==> config.mk <==
export PLATFORM = sky130hd
export DESIGN_NAME = time_slot_table_scheduler_unit_flat
export DESIGN_NICKNAME = d
export VERILOG_FILES = /design/src/rtl/core/tsts_pkg.sv /design/src/rtl/core/tsts_ifs.sv /design/src/rtl/core/time_slot_table_scheduler_unit.sv /design/src/flat_wrapper.sv
export SDC_FILE = /design/constraint.sdc
export NUM_CORES = 1
export LEC_CHECK = 0
export ABC_AREA = 1
export BUFFER_PORTS_ARGS = -buffer_cell sky130_fd_sc_hd__buf_2
export CAP_MARGIN = 15
export CORE_ASPECT_RATIO = 0.6
export CORE_MARGIN = 1.5
export CORE_UTILIZATION = 45
export CTS_BUF_LIST = sky130_fd_sc_hd__clkbuf_8 sky130_fd_sc_hd__clkbuf_16
export DETAILED_ROUTE_END_ITERATION = 7
export SETUP_SLACK_MARGIN = 0.4
export SLEW_MARGIN = 20
export SYNTH_ARGS = -nofsm -noshare
export SYNTH_HDL_FRONTEND = slang
export SYNTH_SLANG_ARGS = --single-unit
==> constraint.sdc <==
create_clock -name clk -period 6.4 [get_ports clk]
set_clock_uncertainty 0.15 [all_clocks]
set_input_delay 0.64 -clock clk [delete_from_list [all_inputs] [get_ports clk]]
set_output_delay 0.64 -clock clk [all_outputs]
set_load 0.02 [all_outputs]
==> src/rtl/core/tsts_pkg.sv <==
// Shared definitions for the time slot table scheduler: field widths,
// opcodes and parameter defaults.
// No dependencies.
package tsts_pkg;

  // Field widths of the input and result transfers
  localparam int OPCODE_W   = 2;
  localparam int OWNER_W    = 8;
  localparam int RANGE_W    = 7;
  localparam int SLOT_W     = 32;
  localparam int DEADLINE_W = 53;

  // Parameter defaults
  localparam int SLOT_COUNT_DEF = 64;
  localparam int SLOT_TICKS_DEF = 1024;

  typedef enum logic [OPCODE_W-1:0] {
    OP_FETCH  = 2'd0,
    OP_ASSIGN = 2'd1,
    OP_DELETE = 2'd2,
    OP_NONE   = 2'd3
  } opcode_t;

endpackage

==> src/rtl/core/tsts_ifs.sv <==
// Valid/ready channel interfaces for the time slot table scheduler.
// Depends on tsts_pkg for the field widths.
interface tsts_in_if;
  logic                             valid;
  logic                             ready;
  logic [tsts_pkg::OPCODE_W-1:0]    opcode;
  logic [tsts_pkg::OWNER_W-1:0]     owner_id;
  logic [tsts_pkg::RANGE_W-1:0]     range_begin;
  logic [tsts_pkg::RANGE_W-1:0]     range_end;
  logic [tsts_pkg::SLOT_W-1:0]      slot_number;

  modport source (output valid, opcode, owner_id, range_begin, range_end, slot_number,
                  input ready);
  modport sink   (input valid, opcode, owner_id, range_begin, range_end, slot_number,
                  output ready);
endinterface

interface tsts_out_if;
  logic                             valid;
  logic                             ready;
  logic                             grant_valid;
  logic [tsts_pkg::OWNER_W-1:0]     granted_owner;
  logic [tsts_pkg::DEADLINE_W-1:0]  deadline;

  modport source (output valid, grant_valid, granted_owner, deadline, input ready);
  modport sink   (input valid, grant_valid, granted_owner, deadline, output ready);
endinterface

==> src/rtl/core/time_slot_table_scheduler_unit.sv <==
// Fetch: reciprocal multiply, remainder, table read, add and multiply lead to the result
// register, loaded once the output is free; the next transfer is taken after that.
// Assign/delete: one table write per slot in range, then the result; an empty range writes none.
// Reset (synchronous, rst_n low) starts a clearing pass over every slot that
// writes the reset contents into both tables; in_chan.ready stays low meanwhile.
// The result register lets a new transfer in while the last result waits.
module time_slot_table_scheduler_unit #(
  parameter int SLOT_COUNT = tsts_pkg::SLOT_COUNT_DEF,
  parameter int SLOT_TICKS = tsts_pkg::SLOT_TICKS_DEF
) (
  input  logic        clk,
  input  logic        rst_n,
  tsts_in_if.sink     in_chan,
  tsts_out_if.source  out_chan
);

  localparam int IDX_W  = (SLOT_COUNT > 1) ? $clog2(SLOT_COUNT) : 1;
  localparam int REM_W  = IDX_W + 1;
  localparam int CNT_W  = $clog2(SLOT_COUNT + 1);
  localparam int PTR_W  = (CNT_W > tsts_pkg::RANGE_W) ? CNT_W : tsts_pkg::RANGE_W;
  localparam int TICK_W = $clog2(SLOT_TICKS + 1);
  localparam int SUM_W  = tsts_pkg::SLOT_W + 1;
  localparam int PROD_W = SUM_W + TICK_W;
  localparam int DL_W   = tsts_pkg::DEADLINE_W;
  localparam int OWN_W  = tsts_pkg::OWNER_W;

  // Reciprocal of SLOT_COUNT, rounded up, exact for every 32-bit slot number
  localparam int QUOT_W = tsts_pkg::SLOT_W;
  localparam int RCP_SH = $clog2(SLOT_COUNT) + QUOT_W;
  localparam int RCP_W  = QUOT_W + 1;
  localparam int QP_W   = QUOT_W + RCP_W;
  localparam logic [RCP_W-1:0] RCP =
    RCP_W'(((64'd1 << RCP_SH) + 64'(SLOT_COUNT) - 64'd1) / 64'(SLOT_COUNT));

  typedef enum logic [7:0] {
    S_IDLE  = 8'b00000001,
    S_MOD   = 8'b00000010,
    S_REM   = 8'b00000100,
    S_READ  = 8'b00001000,
    S_SUM   = 8'b00010000,
    S_MUL   = 8'b00100000,
    S_SWEEP = 8'b01000000,
    S_DONE  = 8'b10000000
  } state_t;

  // Table memories
  logic [OWN_W-1:0] owner_mem [SLOT_COUNT];
  logic [CNT_W-1:0] rem_mem   [SLOT_COUNT];

  state_t                    state_r, state_nxt;
  logic                      clr_r, clr_nxt;
  tsts_pkg::opcode_t         op_r, op_nxt;
  logic [OWN_W-1:0]          owner_r, owner_nxt;
  logic [PTR_W-1:0]          ptr_r, ptr_nxt;
  logic [PTR_W-1:0]          end_r, end_nxt;
  logic                      out_valid_r, out_valid_nxt;

  logic [tsts_pkg::SLOT_W-1:0] slot_r, slot_nxt;
  logic [QUOT_W-1:0]         quot_r, quot_nxt;
  logic [IDX_W-1:0]          mod_r, mod_nxt;
  logic                      hit_r, hit_nxt;
  logic [OWN_W-1:0]          gown_r, gown_nxt;
  logic [SUM_W-1:0]          sum_r, sum_nxt;
  logic [DL_W-1:0]           dl_r, dl_nxt;
  logic                      out_grant_r, out_grant_nxt;
  logic [OWN_W-1:0]          out_owner_r, out_owner_nxt;
  logic [DL_W-1:0]           out_dl_r, out_dl_nxt;

  logic [OWN_W-1:0]          rd_owner_r;
  logic [CNT_W-1:0]          rd_len_r;

  logic                      in_xfer;
  logic                      out_free;
  logic [PTR_W-1:0]          in_end_c;
  logic [PTR_W-1:0]          ptr_inc;
  logic [QP_W-1:0]           quot_prod;
  logic [IDX_W-1:0]          qd_low;
  logic [IDX_W-1:0]          mod_idx;
  logic [IDX_W-1:0]          rd_addr;
  logic [IDX_W-1:0]          wr_addr;
  logic                      rem_we;
  logic                      own_we;
  logic [CNT_W-1:0]          wr_len;
  logic [PROD_W-1:0]         prod;

  assign in_chan.ready          = (state_r == S_IDLE);
  assign in_xfer                = in_chan.valid && in_chan.ready;
  assign out_free               = !out_valid_r || out_chan.ready;

  assign out_chan.valid         = out_valid_r;
  assign out_chan.grant_valid   = out_grant_r;
  assign out_chan.granted_owner = out_owner_r;
  assign out_chan.deadline      = out_dl_r;

  // Clamp range end to the table size
  always_comb begin
    in_end_c = PTR_W'(in_chan.range_end);
    if (in_end_c > PTR_W'(SLOT_COUNT)) begin
      in_end_c = PTR_W'(SLOT_COUNT);
    end
  end

  // Slot remainder: remainder is below the table size, so low index bits suffice
  assign quot_prod = QP_W'(slot_r) * QP_W'(RCP);
  assign qd_low    = IDX_W'(quot_r * QUOT_W'(SLOT_COUNT));
  assign mod_idx   = slot_r[IDX_W-1:0] - qd_low;

  assign ptr_inc   = ptr_r + PTR_W'(1);
  assign rd_addr   = mod_r;
  assign wr_addr   = ptr_r[IDX_W-1:0];
  assign rem_we    = (state_r == S_SWEEP);
  assign own_we    = (state_r == S_SWEEP) && (op_r == tsts_pkg::OP_ASSIGN);
  assign wr_len    = (op_r == tsts_pkg::OP_ASSIGN) ? CNT_W'(end_r - ptr_r) : '0;
  assign prod      = sum_r * PROD_W'(SLOT_TICKS);

  // Control and datapath next state
  always_comb begin
    state_nxt     = state_r;
    clr_nxt       = clr_r;
    op_nxt        = op_r;
    owner_nxt     = owner_r;
    ptr_nxt       = ptr_r;
    end_nxt       = end_r;
    out_valid_nxt = out_valid_r;
    slot_nxt      = slot_r;
    quot_nxt      = quot_r;
    mod_nxt       = mod_r;
    hit_nxt       = hit_r;
    gown_nxt      = gown_r;
    sum_nxt       = sum_r;
    dl_nxt        = dl_r;
    out_grant_nxt = out_grant_r;
    out_owner_nxt = out_owner_r;
    out_dl_nxt    = out_dl_r;

    // result taken downstream
    if (out_valid_r && out_chan.ready) begin
      out_valid_nxt = 1'b0;
    end

    unique case (state_r)
      S_IDLE: begin
        if (in_xfer) begin
          op_nxt      = tsts_pkg::opcode_t'(in_chan.opcode);
          owner_nxt   = in_chan.owner_id;
          ptr_nxt     = PTR_W'(in_chan.range_begin);
          end_nxt     = in_end_c;
          slot_nxt    = in_chan.slot_number;
          hit_nxt     = 1'b0;
          unique case (tsts_pkg::opcode_t'(in_chan.opcode)) inside
            tsts_pkg::OP_FETCH: state_nxt = S_MOD;
            tsts_pkg::OP_ASSIGN, tsts_pkg::OP_DELETE: begin
              state_nxt = (PTR_W'(in_chan.range_begin) < in_end_c) ? S_SWEEP : S_DONE;
            end
            default: state_nxt = S_DONE;
          endcase
        end
      end
      // quotient by reciprocal multiplication
      S_MOD: begin
        quot_nxt  = QUOT_W'(quot_prod >> RCP_SH);
        state_nxt = S_REM;
      end
      S_REM: begin
        mod_nxt   = mod_idx;
        state_nxt = S_READ;
      end
      S_READ: begin
        state_nxt = S_SUM;
      end
      S_SUM: begin
        hit_nxt   = (rd_len_r != '0);
        gown_nxt  = rd_owner_r;
        sum_nxt   = SUM_W'(slot_r) + SUM_W'(rd_len_r);
        state_nxt = S_MUL;
      end
      S_MUL: begin
        dl_nxt    = DL_W'(prod);
        state_nxt = S_DONE;
      end
      // one table write per cycle
      S_SWEEP: begin
        ptr_nxt = ptr_inc;
        if (ptr_inc == end_r) begin
          state_nxt = clr_r ? S_IDLE : S_DONE;
          clr_nxt   = 1'b0;
        end
      end
      S_DONE: begin
        if (out_free) begin
          out_valid_nxt = 1'b1;
          out_grant_nxt = hit_r;
          out_owner_nxt = hit_r ? gown_r : '0;
          out_dl_nxt    = hit_r ? dl_r : '0;
          state_nxt     = S_IDLE;
        end
      end
      default: state_nxt = S_IDLE;
    endcase
  end

  // Control registers; reset launches the clearing pass as a full-table assign of owner 0
  always_ff @(posedge clk) begin
    if (!rst_n) begin
      state_r     <= S_SWEEP;
      clr_r       <= 1'b1;
      op_r        <= tsts_pkg::OP_ASSIGN;
      owner_r     <= '0;
      ptr_r       <= '0;
      end_r       <= PTR_W'(SLOT_COUNT);
      out_valid_r <= 1'b0;
      hit_r       <= 1'b0;
    end else begin
      state_r     <= state_nxt;
      clr_r       <= clr_nxt;
      op_r        <= op_nxt;
      owner_r     <= owner_nxt;
      ptr_r       <= ptr_nxt;
      end_r       <= end_nxt;
      out_valid_r <= out_valid_nxt;
      hit_r       <= hit_nxt;
    end
  end

  // Datapath registers
  always_ff @(posedge clk) begin
    slot_r      <= slot_nxt;
    quot_r      <= quot_nxt;
    mod_r       <= mod_nxt;
    gown_r      <= gown_nxt;
    sum_r       <= sum_nxt;
    dl_r        <= dl_nxt;
    out_grant_r <= out_grant_nxt;
    out_owner_r <= out_owner_nxt;
    out_dl_r    <= out_dl_nxt;
  end

  // Table memories: one write port, one registered read port
  always_ff @(posedge clk) begin
    if (own_we) begin
      owner_mem[wr_addr] <= owner_r;
    end
    if (rem_we) begin
      rem_mem[wr_addr] <= wr_len;
    end
    if (state_r == S_READ) begin
      rd_owner_r <= owner_mem[rd_addr];
      rd_len_r   <= rem_mem[rd_addr];
    end
  end

  // Checks
  a_sweep_in_range: assert property (@(posedge clk) disable iff (!rst_n)
    (state_r == S_SWEEP) |-> (ptr_r < end_r) && (end_r <= PTR_W'(SLOT_COUNT)))
    else $error("sweep pointer out of range");

  a_mod_in_range: assert property (@(posedge clk) disable iff (!rst_n)
    (state_r == S_READ) |-> (REM_W'(mod_r) < REM_W'(SLOT_COUNT)))
    else $error("slot remainder not below table size");

  a_no_grant_zero: assert property (@(posedge clk) disable iff (!rst_n)
    (out_valid_r && !out_grant_r) |-> (out_owner_r == '0) && (out_dl_r == '0))
    else $error("result without grant carries owner or deadline");

  a_clear_blocks_input: assert property (@(posedge clk) disable iff (!rst_n)
    clr_r |-> (state_r == S_SWEEP) && !out_valid_r)
    else $error("clearing pass overlapped other work");

endmodule

==> src/flat_wrapper.sv <==
// flat-port wrapper written by rule: the top's interface ports become plain ports
module time_slot_table_scheduler_unit_flat 
#(
  parameter int SLOT_COUNT = tsts_pkg::SLOT_COUNT_DEF,
  parameter int SLOT_TICKS = tsts_pkg::SLOT_TICKS_DEF
)
  (clk, rst_n, in_chan_valid, in_chan_opcode, in_chan_owner_id, in_chan_range_begin, in_chan_range_end, in_chan_slot_number, in_chan_ready, out_chan_valid, out_chan_grant_valid, out_chan_granted_owner, out_chan_deadline, out_chan_ready);
  tsts_in_if in_chan_i ();
  tsts_out_if out_chan_i ();
  input  logic clk;
  input  logic rst_n;
  input wire logic [$bits(in_chan_i.valid)-1:0] in_chan_valid;
  input wire logic [$bits(in_chan_i.opcode)-1:0] in_chan_opcode;
  input wire logic [$bits(in_chan_i.owner_id)-1:0] in_chan_owner_id;
  input wire logic [$bits(in_chan_i.range_begin)-1:0] in_chan_range_begin;
  input wire logic [$bits(in_chan_i.range_end)-1:0] in_chan_range_end;
  input wire logic [$bits(in_chan_i.slot_number)-1:0] in_chan_slot_number;
  output wire logic [$bits(in_chan_i.ready)-1:0] in_chan_ready;
  output wire logic [$bits(out_chan_i.valid)-1:0] out_chan_valid;
  output wire logic [$bits(out_chan_i.grant_valid)-1:0] out_chan_grant_valid;
  output wire logic [$bits(out_chan_i.granted_owner)-1:0] out_chan_granted_owner;
  output wire logic [$bits(out_chan_i.deadline)-1:0] out_chan_deadline;
  input wire logic [$bits(out_chan_i.ready)-1:0] out_chan_ready;
  assign in_chan_i.valid = in_chan_valid;
  assign in_chan_i.opcode = in_chan_opcode;
  assign in_chan_i.owner_id = in_chan_owner_id;
  assign in_chan_i.range_begin = in_chan_range_begin;
  assign in_chan_i.range_end = in_chan_range_end;
  assign in_chan_i.slot_number = in_chan_slot_number;
  assign in_chan_ready = in_chan_i.ready;
  assign out_chan_valid = out_chan_i.valid;
  assign out_chan_grant_valid = out_chan_i.grant_valid;
  assign out_chan_granted_owner = out_chan_i.granted_owner;
  assign out_chan_deadline = out_chan_i.deadline;
  assign out_chan_i.ready = out_chan_ready;
  time_slot_table_scheduler_unit #(.SLOT_COUNT(SLOT_COUNT), .SLOT_TICKS(SLOT_TICKS)) u_core (.clk(clk), .rst_n(rst_n), .in_chan(in_chan_i), .out_chan(out_chan_i));
endmodule
# Yosys cells after proc, flatten, opt, wreduce, memory -nomap -nowiden
# Memories as Yosys holds them, arrays and structs flattened. A register that Yosys moved wholly into a read port is not among the register bits.
# Cells that the tools add are included.
[op_classes]
add_sub_neg = 3
magnitude_cmp = 2
eq_ne = 15
mux = 20
reduce_logical = 16
[op_table]
columns = ["operator", "count"]
rows = [
  ["one-hot mux 8 bit (8 select lines)", 1],
  ["2-to-1 mux 8 bit", 5],
  ["adder 32 x 7 -> 33 bit", 1],
  ["2-to-1 mux 7 bit", 3],
  ["one-hot mux 8 bit (2 select lines)", 1],
  ["one-hot mux 7 bit (2 select lines)", 1],
  ["AND reduction 2 bit", 5],
  ["== test 8 x 1 -> 1 bit (second input constant)", 1],
  ["== test 8 x 2 -> 1 bit (second input constant)", 1],
  ["== test 8 x 3 -> 1 bit (second input constant)", 1],
  ["== test 8 x 4 -> 1 bit (second input constant)", 1],
  ["== test 8 x 5 -> 1 bit (second input constant)", 1],
  ["== test 8 x 6 -> 1 bit (second input constant)", 1],
  ["== test 8 x 7 -> 1 bit (second input constant)", 1],
  ["== test 8 bit (second input constant)", 1],
  ["2-to-1 mux 1 bit", 8],
  ["adder 7 x 1 -> 7 bit (second input constant)", 1],
  ["== test 7 bit", 1],
  ["> comparator 7 bit (second input constant)", 1],
  ["< comparator 7 bit", 1],
  ["nonzero test 7 bit", 1],
  ["subtractor 7 bit", 1],
  ["== test 2 x 1 -> 1 bit (second input constant)", 2],
  ["!= test 2 bit (second input constant)", 2],
  ["10 further kinds", 13],
]
[word_totals]
regBits = 189
ram_bits = 960
out_inout_bits = 64
mem_count = 2
[mem_list]
columns = ["name", "depth", "width", "read_ports", "rd_clocked_by_memory_dff", "write_ports", "line_no", "text"]
rows = [
  ["u_core.owner_mem", 64, 8, 1, 1, 1, "time_slot_table_scheduler_unit.sv:47", "logic [OWN_W-1:0] owner_mem [SLOT_COUNT];"],
  ["u_core.rem_mem", 64, 7, 1, 1, 1, "time_slot_table_scheduler_unit.sv:48", "logic [CNT_W-1:0] rem_mem [SLOT_COUNT];"],
]

# Longest topological paths before layout
# Gate-level depths: netlist of the first run.
[logic_depth]
word_depth = 7
mapped_depth = 15

# Worst setup path before layout of the first run
# Ideal clock, no wire load.
[synth_path]
path_kind = "flip-flop to flip-flop"
start = "reg u_core.ptr_r[1]"
end = "mem u_core.rem_mem[0][4] (netlist name), data pin"
setup_time_ns = 0.712
arrival_time_ns = 3.990
t_required_ns = 5.538
slack_ns = 1.548
path_stages_with_launch = 10
n_path_buf = 1
path_cell_list = "dfxtp_1 > buf_2 > inv_1 > fa_1 > nand2_1 > inv_1 > o21ai_0 > nand2_1 > nand2_1 > nor3b_1"
[synth_between]
elab_chain_cells = 2
[synth_rtl]
columns = ["element", "line_no", "text"]
rows = [
  ["from (decl)", "time_slot_table_scheduler_unit.sv:54", "logic [PTR_W-1:0] ptr_r, ptr_nxt;"],
  ["from (signal assigned)", "time_slot_table_scheduler_unit.sv:218", "ptr_r <= ptr_nxt;"],
  ["subtractor 7 bit", "time_slot_table_scheduler_unit.sv:113", "assign wr_len = (op_r == tsts_pkg::OP_ASSIGN) ? CNT_W'(end_r - ptr_r) : '0;"],
  ["2-to-1 mux 7 bit", "time_slot_table_scheduler_unit.sv:113", ""],
  ["named net u_core.wr_len[4]", "time_slot_table_scheduler_unit.sv:83", "logic [CNT_W-1:0] wr_len;"],
  ["to (decl)", "time_slot_table_scheduler_unit.sv:48", ""],
]
# The timed path passes the listed nets, and every way through them passes these cells.

# Final worst setup path of the first run
[layout_path]
start = "reg u_core.state_r[1]"
end = "mem u_core.owner_mem[3][6] (netlist name), enable pin"
[layout_between]
elab_chain_cells = 4
[layout_rtl]
columns = ["element", "line_no", "text"]
rows = [
  ["from (decl)", "time_slot_table_scheduler_unit.sv:50", "state_t state_r, state_nxt;"],
  ["from (signal assigned)", "time_slot_table_scheduler_unit.sv:214", "state_r <= state_nxt;"],
  ["== test 8 x 7 -> 1 bit", "time_slot_table_scheduler_unit.sv:112", "assign own_we = (state_r == S_SWEEP) && (op_r == tsts_pkg::OP_ASSIGN);"],
  ["logical AND 1 bit", "time_slot_table_scheduler_unit.sv:112", ""],
  ["2-to-1 mux 1 bit", "time_slot_table_scheduler_unit.sv:240", "if (own_we) begin"],
  ["2-to-1 mux 1 bit (implied by the code)", "time_slot_table_scheduler_unit.sv:241", "owner_mem[wr_addr] <= owner_r;"],
  ["to (decl)", "time_slot_table_scheduler_unit.sv:47", ""],
]
# Every way passes these cells.

==> results.py, run 1 <==
metrics = {
    "outcome": {
        "status": "finished clean",
    },
    "detailed_routing": {
        "routed_via_density": 5.82,
        "detail-route-antenna-nets": 0,
        "routed_wl_um": 126000,
        "routedWlPerCell_um": 24.5,
        "first_pass_iters": 6,
        "drc_errors": 0,
        "via_count": 30051,
        "first_iter_violations": 4393,
    },
    "clocking": {
        "htree_levels": 3,
        "cts_root_buf": "clkbuf_16",
        "clkTransAtPathRegs_ns": 0.06,
        "cts_tree": "done",
        "numCtsBuffers": 101,
        "cts_setup_buffers": 0,
        "clk-insertion-delay-late_ns": 0.71,
        "clock-sinks": 1164,
        "cts_max_path_buffers": 3,
    },
    "logic_synthesis": {
        "yosys.area_share.simple_pct": 9.52,
        "syn_area_um2": 46800,
        "yosys_warnings": 0,
        "synth_edf_count": 1129,
        "seq_area_frac_synth_pct": 74.0,
        "synth_top_family_by_area": "compound AO/OA/AOI/OAI gates",
        "synthAdderAreaFrac_pct": 0.647,
        "synth-compound-area-share_pct": 11.5,
        "syn_area_per_cell_um2": 12.9,
        "synth-xor-area-share_pct": 0.599,
        "ys_async_sr_fraction_pct": 0,
        "synth_cell_type_count": 47,
        "ys.flop_type": "edfxtp_1",
        "synth_seq_cells": 1164,
        "muxShareOfSynthArea_pct": 0,
        "syn_inst": 3622,
    },
    "placement": {
        "hpwl_um": 74000,
        "portBuffers": 103,
        "routabilityCongestion": 0.864,
    },
    "sta": {
        "clock.fmax_mhz": 258,
        "fin_tns_setup_ns": 0,
        "rsz0062_at_grt": "no",
        "slew_viol_final": 0,
        "hold_viol_final": 0,
        "max-slew-margin-rel_pct": 27.7,
        "layout_min_cycle_time_ns": 3.88,
        "setup_viol": 0,
        "timing.final.crit_share_pct": 60.6,
        "worst_pin_slew_ns": 1.08,
    },
    "critical_path": {
        "required_ns": 6.57,
        "start_kind": "flop",
        "cp-startpoint": "u_core.state_r[1]",
        "cp_cell_sequence": "nor2_2, inv_1, nor2_4, nand4_4, inv_2, nand4_1, nor3_1",
        "worstPathArrival_ns": 4.05,
        "path_buf_inv": 2,
        "crit_path_max_fanout": 16,
        "r2r_setup_slack_ns": 2.52,
        "critPathSlowestCell": "nor3_1",
        "path_class": "reg -> reg",
        "endpoint": "u_core.owner_mem[3][6]",
        "critPathCaptureType": "flop",
        "r2r-end": "u_core.owner_mem[3][6]",
        "ff2ff_path_depth": 7,
        "cp_num_cells": 7,
        "crit_family": "simple AND/OR/NAND/NOR gates",
        "slowest_delay_ns": 1.14,
        "r2r_start": "u_core.state_r[1]",
    },
    "hold_path": {
        "min_path_type": "in -> reg",
    },
    "die": {
        "num_rows": 91,
        "floorplan.initialDensity_pct": 45.5,
        "io_pins": 124,
        "dieArea_um2": 106000,
        "die_w_um": 419,
        "core_area_um2": 103000,
        "die_h_um": 253,
    },
    "power_and_ir_drop": {
        "powerDensity_nw_per_um2": 357,
        "leakage_uw": 0.0174,
        "peakVddDrop_mv": 0.513,
        "total_power_uw": 18700,
    },
    "global_route": {
        "grt_max_degree": 203,
        "grt-ovfl-total": 0,
        "grtUsageTotal_pct": 23.7,
        "grt_pass1_vias": 27644,
        "grt_first_pass_wirelength_um": 187000,
        "antenna_found_initial": 3,
    },
    "finish": {
        "nNetsFinal": 3767,
        "layout_common_cells": "1129 x edfxtp_1, 604 x nor2_1, 500 x o21ai_0, 220 x nand2_1, 178 x inv_1",
        "drive_gt1_share_pct": 10.3,
        "layout_commonest_cell": "edfxtp_1",
        "area_delta_synth_final_pct": 12.0,
    },
    "flow_run": {
        "drv_cap": 0,
    },
}
[routing by layer]
metal / wire length [µm] / vias to the layer above / GRT usage [%]
li1: - / 13490 / -
met1: 59400 / 14890 / 38.7
met2: 50500 / 1515 / 31.0
met3: 14100 / 154 / 6.35
met4: 2240 / 2 / 5.28
met5: 13 / - / 0
[registers in the layout (all words and copies together), names as in the netlist, 8 cells and up]
register and cells:
u_core.owner_mem 512, u_core.rem_mem 448, u_core.dl_r 33, u_core.out_chan.deadline 33, u_core.sum_r 33, u_core.slot_r 32
u_core.gown_r 8, u_core.out_chan.granted_owner 8, u_core.owner_r 8, u_core.rd_owner_r 8, u_core.state_r 8
[area by class of cell]
cell class,count,area (µm²)
timing repair buffer,208,1450
multi-input combinational,2052,10700
fill,8909,50600
sequential,1164,34600
clock buffer,104,2580
clock inverter,79,654
antenna,1,2.50
tap,1395,1750
inverter,157,602
[per-stage QoR]
step	util (%)	setup WS, ns	hold slack [ns]	instance area [µm²]	cells
after global routing	50.9	2.27	0.0627	52400	5159
after floorplan	-	1.55	0.250	46900	3641
after global placement	47.3	2.60	0.251	48600	4942
after CTS	50.8	2.64	0.00255	52300	5159
final	50.9	2.52	0.0476	52400	5160
after detailed placement	47.3	2.65	0.255	48700	4942
[worst register-to-register path, cell delays in order (launching register included)]
cell	delay (ns)
dfxtp_1	0.35
nor2_2	0.15
inv_1	0.09
nor2_4	0.14
nand4_4	0.28
inv_2	0.34
nand4_1	0.84
nor3_1	1.15
[how the worst min path moves through the flow]
stage / startpoint / endpoint / slack (ns) / cells past startpoint
final: in_chan_owner_id[2] / u_core.owner_r[2] / 0.05 / 3
after global routing: in_chan_range_end[2] / u_core.end_r[2] / 0.06 / 3
after CTS: in_chan_owner_id[2] / u_core.owner_r[2] / 0.003 / 3
after detailed placement: u_core.sum_r[2] / u_core.dl_r[12] / 0.25 / 0
after global placement: u_core.sum_r[32] / u_core.dl_r[42] / 0.25 / 0
after floorplan: u_core.sum_r[0] / u_core.dl_r[10] / 0.25 / 0
[power breakdown]
group	switching, µW	total [µW]	internal [µW]	leakage, µW
Sequential	138	9910	9770	0.0105
Combinational	2260	2650	392	0.00522
Clock	2800	6120	3330	0.00170
[kinds of logic (layout without fill, tap and decap cells)]
group | Yosys count | after routing
AOI/OAI and AO/OA | 905 | 905
other | 1 | 21
adders and majority gates | 23 | 23
xor gates and xnor gates | 32 | 32
and+or+nand+nor | 1072 | 1072
DFF | 1164 | 1164
buffers and inverters | 425 | 548
[timing repair]
action                                 4_1_cts  5_1_grt
hold buffers                                34        0
endpoints found under the hold margin       34        0
gates resized for setup                      0        0
[cells in the mapped netlist (all sizes together), types with 6 or more instances]
master  number  area [µm²]
o21ai      524        2630
inv        156         586
nand3      125         646
xor2        19         166
edfxtp    1129       33900
nor3        80         405
buf         78         470
ha          21         263
dfxtp       35         701
xnor2       13         114
nand4       22         168
o22ai      150         938
clkbuf     190         716
o221ai      90         788
a21oi       18        90.1
nor2       612        2310
o211ai     110         826
nand2      222         836
nor4         6        52.6
Power figures use the tool's default switching activity.
==> run 2: changes to the inputs <==
--- a/config.mk
+++ b/config.mk
@@ -5,7 +5,7 @@
 export SDC_FILE = /design/constraint.sdc
 export NUM_CORES = 1
 export LEC_CHECK = 0
-export ABC_AREA = 1
+export ABC_AREA = 0
 export BUFFER_PORTS_ARGS = -buffer_cell sky130_fd_sc_hd__buf_2
 export CAP_MARGIN = 15
 export CORE_ASPECT_RATIO = 0.6
==> constraint.sdc (replaced) <==
create_clock -name clk -period 3.5 [get_ports clk]
set_clock_uncertainty 0.15 [all_clocks]
set_input_delay 0.35 -clock clk [delete_from_list [all_inputs] [get_ports clk]]
set_output_delay 0.35 -clock clk [all_outputs]
set_load 0.02 [all_outputs]
==> results.py, run 2 <==
metrics = {
    "global_route": {
        "grtUsageTotal_pct": 20.9,
        "grt-ovfl-total": 0,
        "grt_pass1_vias": 22437,
        "antenna_found_initial": 3,
        "grt_first_pass_wirelength_um": 155000,
        "grt_max_degree": 66,
    },
    "die": {
        "core_area_um2": 99100,
        "io_pins": 124,
        "die_w_um": 413,
        "num_rows": 89,
        "dieArea_um2": 103000,
        "die_h_um": 249,
        "floorplan.initialDensity_pct": 45.8,
    },
    "sta": {
        "max-slew-margin-rel_pct": 30.2,
        "fin_tns_setup_ns": 0,
        "timing.final.crit_share_pct": 85.9,
        "slew_viol_final": 0,
        "hold_viol_final": 0,
        "rsz0062_at_grt": "yes",
        "setup_viol": 0,
        "worst_pin_slew_ns": 1.05,
        "clock.fmax_mhz": 333,
        "setup_ws_ns": 0.493,
        "layout_min_cycle_time_ns": 3.01,
    },
    "clocking": {
        "numCtsBuffers": 100,
        "cts_tree": "done",
        "clkTransAtPathRegs_ns": 0.06,
        "clock-sinks": 1164,
        "htree_levels": 3,
        "cts_root_buf": "clkbuf_16",
        "clk-insertion-delay-late_ns": 0.72,
        "cts_max_path_buffers": 3,
    },
    "logic_synthesis": {
        "yosys_warnings": 0,
        "synth_seq_cells": 1164,
        "synth.most_common_cell": "edfxtp_1",
        "synth_cell_type_count": 61,
        "syn_inst": 2199,
        "yosys-top-cells-count": "1129 x edfxtp_1, 296 x mux4_2, 190 x nor2_1, 57 x clkbuf_1, 55 x nand2_1",
        "ys_async_sr_fraction_pct": 0,
        "syn_area_um2": 45400,
        "ys.flop_type": "edfxtp_1",
        "synth_edf_count": 1129,
        "synth_top_cell_area_share_pct": 74.7,
        "yosys.area.top_type": "edfxtp_1",
        "seq_area_frac_synth_pct": 76.3,
        "syn_area_per_cell_um2": 20.6,
        "netlist_top_cells_area": "edfxtp_1 75%, mux4_2 15%, nor2_1 1.6%",
    },
    "hold_path": {
        "min_from": "in_chan_slot_number[20]",
        "min_path_type": "in -> reg",
    },
    "flow_run": {
        "drv_cap": 0,
    },
    "critical_path": {
        "cp-startpoint": "u_core.mod_r[0]",
        "crit_path_max_fanout": 15,
        "cp_cell_sequence": "buf_12, buf_12, buf_6, buf_6, mux4_2, mux4_2, o22ai_2, nor2_1",
        "worstPathArrival_ns": 3.29,
        "start_kind": "flop",
        "r2r_start": "u_core.mod_r[0]",
        "slowest_delay_ns": 0.52,
        "critPathCaptureType": "flop",
        "path_buf_inv": 4,
        "crit_family": "multiplexers",
        "required_ns": 3.78,
        "path_class": "reg -> reg",
        "critPathSlowestCell": "mux4_2",
    },
    "power_and_ir_drop": {
        "powerDensity_nw_per_um2": 619,
        "peakVddDrop_mv": 0.569,
        "leakage_uw": 0.0173,
    },
    "detailed_routing": {
        "first_iter_violations": 2584,
        "routed_wl_um": 107000,
        "routedWlPerCell_um": 27.3,
        "drc_errors": 0,
        "via_count": 22512,
        "first_pass_iters": 7,
        "routed_via_density": 5.73,
        "detail-route-antenna-nets": 0,
    },
    "finish": {
        "fill_cells": 7622,
        "max_flop_register": "u_core.owner_mem",
        "layout_commonest_cell": "edfxtp_1",
        "layout_common_cells": "1129 x edfxtp_1, 296 x mux4_2, 183 x nor2_1, 131 x buf_4, 103 x buf_2",
        "top_regs": "u_core.owner_mem: 512 flops, u_core.rem_mem: 448 flops",
        "regArea_um2": 34600,
        "area_delta_synth_final_pct": 15.8,
        "nNetsFinal": 2605,
        "largest_register_ffs": 512,
        "multi_input_comb_area_um2": 10200,
        "drive_gt1_share_pct": 28.3,
    },
    "outcome": {
        "status": "finished clean",
    },
    "placement": {
        "post-place-ws_ns": 0.147,
        "routabilityCongestion": 0.822,
        "portBuffers": 103,
        "hpwl_um": 68100,
    },
}
## run 2: cell count changes in the layout (fill, tap and decap cells not counted), sizes merged, moves of 65 or more
cell / delta
inv: -135
nand3: -93
o211ai: -105
mux4: +296
o21ai: -504
o221ai: -86
nor3: -65
buf: +83
nand2: -167
nor2: -419
o22ai: -127
## run 2: repair_timing
item | in CTS | in global routing
setup endpoints to repair | 77 | 155
endpoints found under the hold margin | 64 | 0
setup buffers | 3 | 3
gates resized for setup | 9 | 9
pin swaps | 1 | 3
cloned | 2 | 2
hold buffers | 68 | 0
## run 2: worst reg2reg max path, delay by kind of cell, from the launching register on
kind | cells | cell delay, ns
buffers and inverters | 4 | 0.81
flip-flops | 1 | 0.38
AO/OA/AOI/OAI | 1 | 0.26
multiplexers | 2 | 1.04
AND/OR/NAND/NOR | 1 | 0.09
## run 2: power breakdown
group          total (µW)  internal [µW]  switching, µW
clock network       11200           6140           5040
registers           17400          17200            187
logic                3960            875           3080
total               32500          24200           8310
## run 2: logic make-up (layout without fill, tap and decap cells)
| group | Yosys count | after routing | share of synthesized area [%] |
|---|---|---|---|
| AO/OA/AOI/OAI | 111 | 111 | 1.68 |
| XOR/XNOR | 40 | 40 | 0.772 |
| adder cells (fa/ha/maj) | 23 | 23 | 0.667 |
| buffers and inverters | 157 | 543 | 1.68 |
| flip-flops | 1164 | 1164 | 76.3 |
| multiplexers | 300 | 300 | 14.8 |
| other | 1 | 21 | 0.00826 |
| AND/OR/NAND/NOR | 403 | 406 | 4.15 |
## run 2: worst paths after layout
| check | endpoint | slack [ns] | cells after the start |
|---|---|---|---|
| worst min-delay path | u_core.slot_r[20] | 0.21 | 2 |
| worst max-delay path | u_core.rd_owner_r[3] | 0.49 | 8 |
| worst max register to register | u_core.rd_owner_r[3] | 0.49 | 8 |
| worst min register to register | u_core.dl_r[27] | 0.27 | 0 |
## run 2: layout make-up
cell class | count | share of cell area [%]
flip-flops and latches | 1164 | 65.9
multi-input cells | 900 | 19.5
repair buffers | 326 | 5.01
clock buffers | 104 | 4.87
well taps | 1319 | 3.14
clock inverters | 83 | 1.38
inverters | 30 | 0.214
diodes | 1 | 0.00476
## run 2: metrics by stage
stage                     total power, µW  std cells  hold WS [ns]  instance area (µm²)  utilization [%]
after floorplan                     19400       2218         0.250                45500                -
after global placement              21100       3660         0.252                48400             48.8
after detailed placement            21300       3660         0.255                48400             48.8
after CTS                           32600       3920         0.147                52400             52.9
after global routing                33500       3926         0.189                52500             53.0
final                               32500       3927         0.212                52500             53.0
## run 2: metal layers
metal,part of all wire [%],track usage [%]
met2,43,28.8
met5,0.019,0
met4,1.7,4.53
met3,8.9,5.85
met1,46,32.9
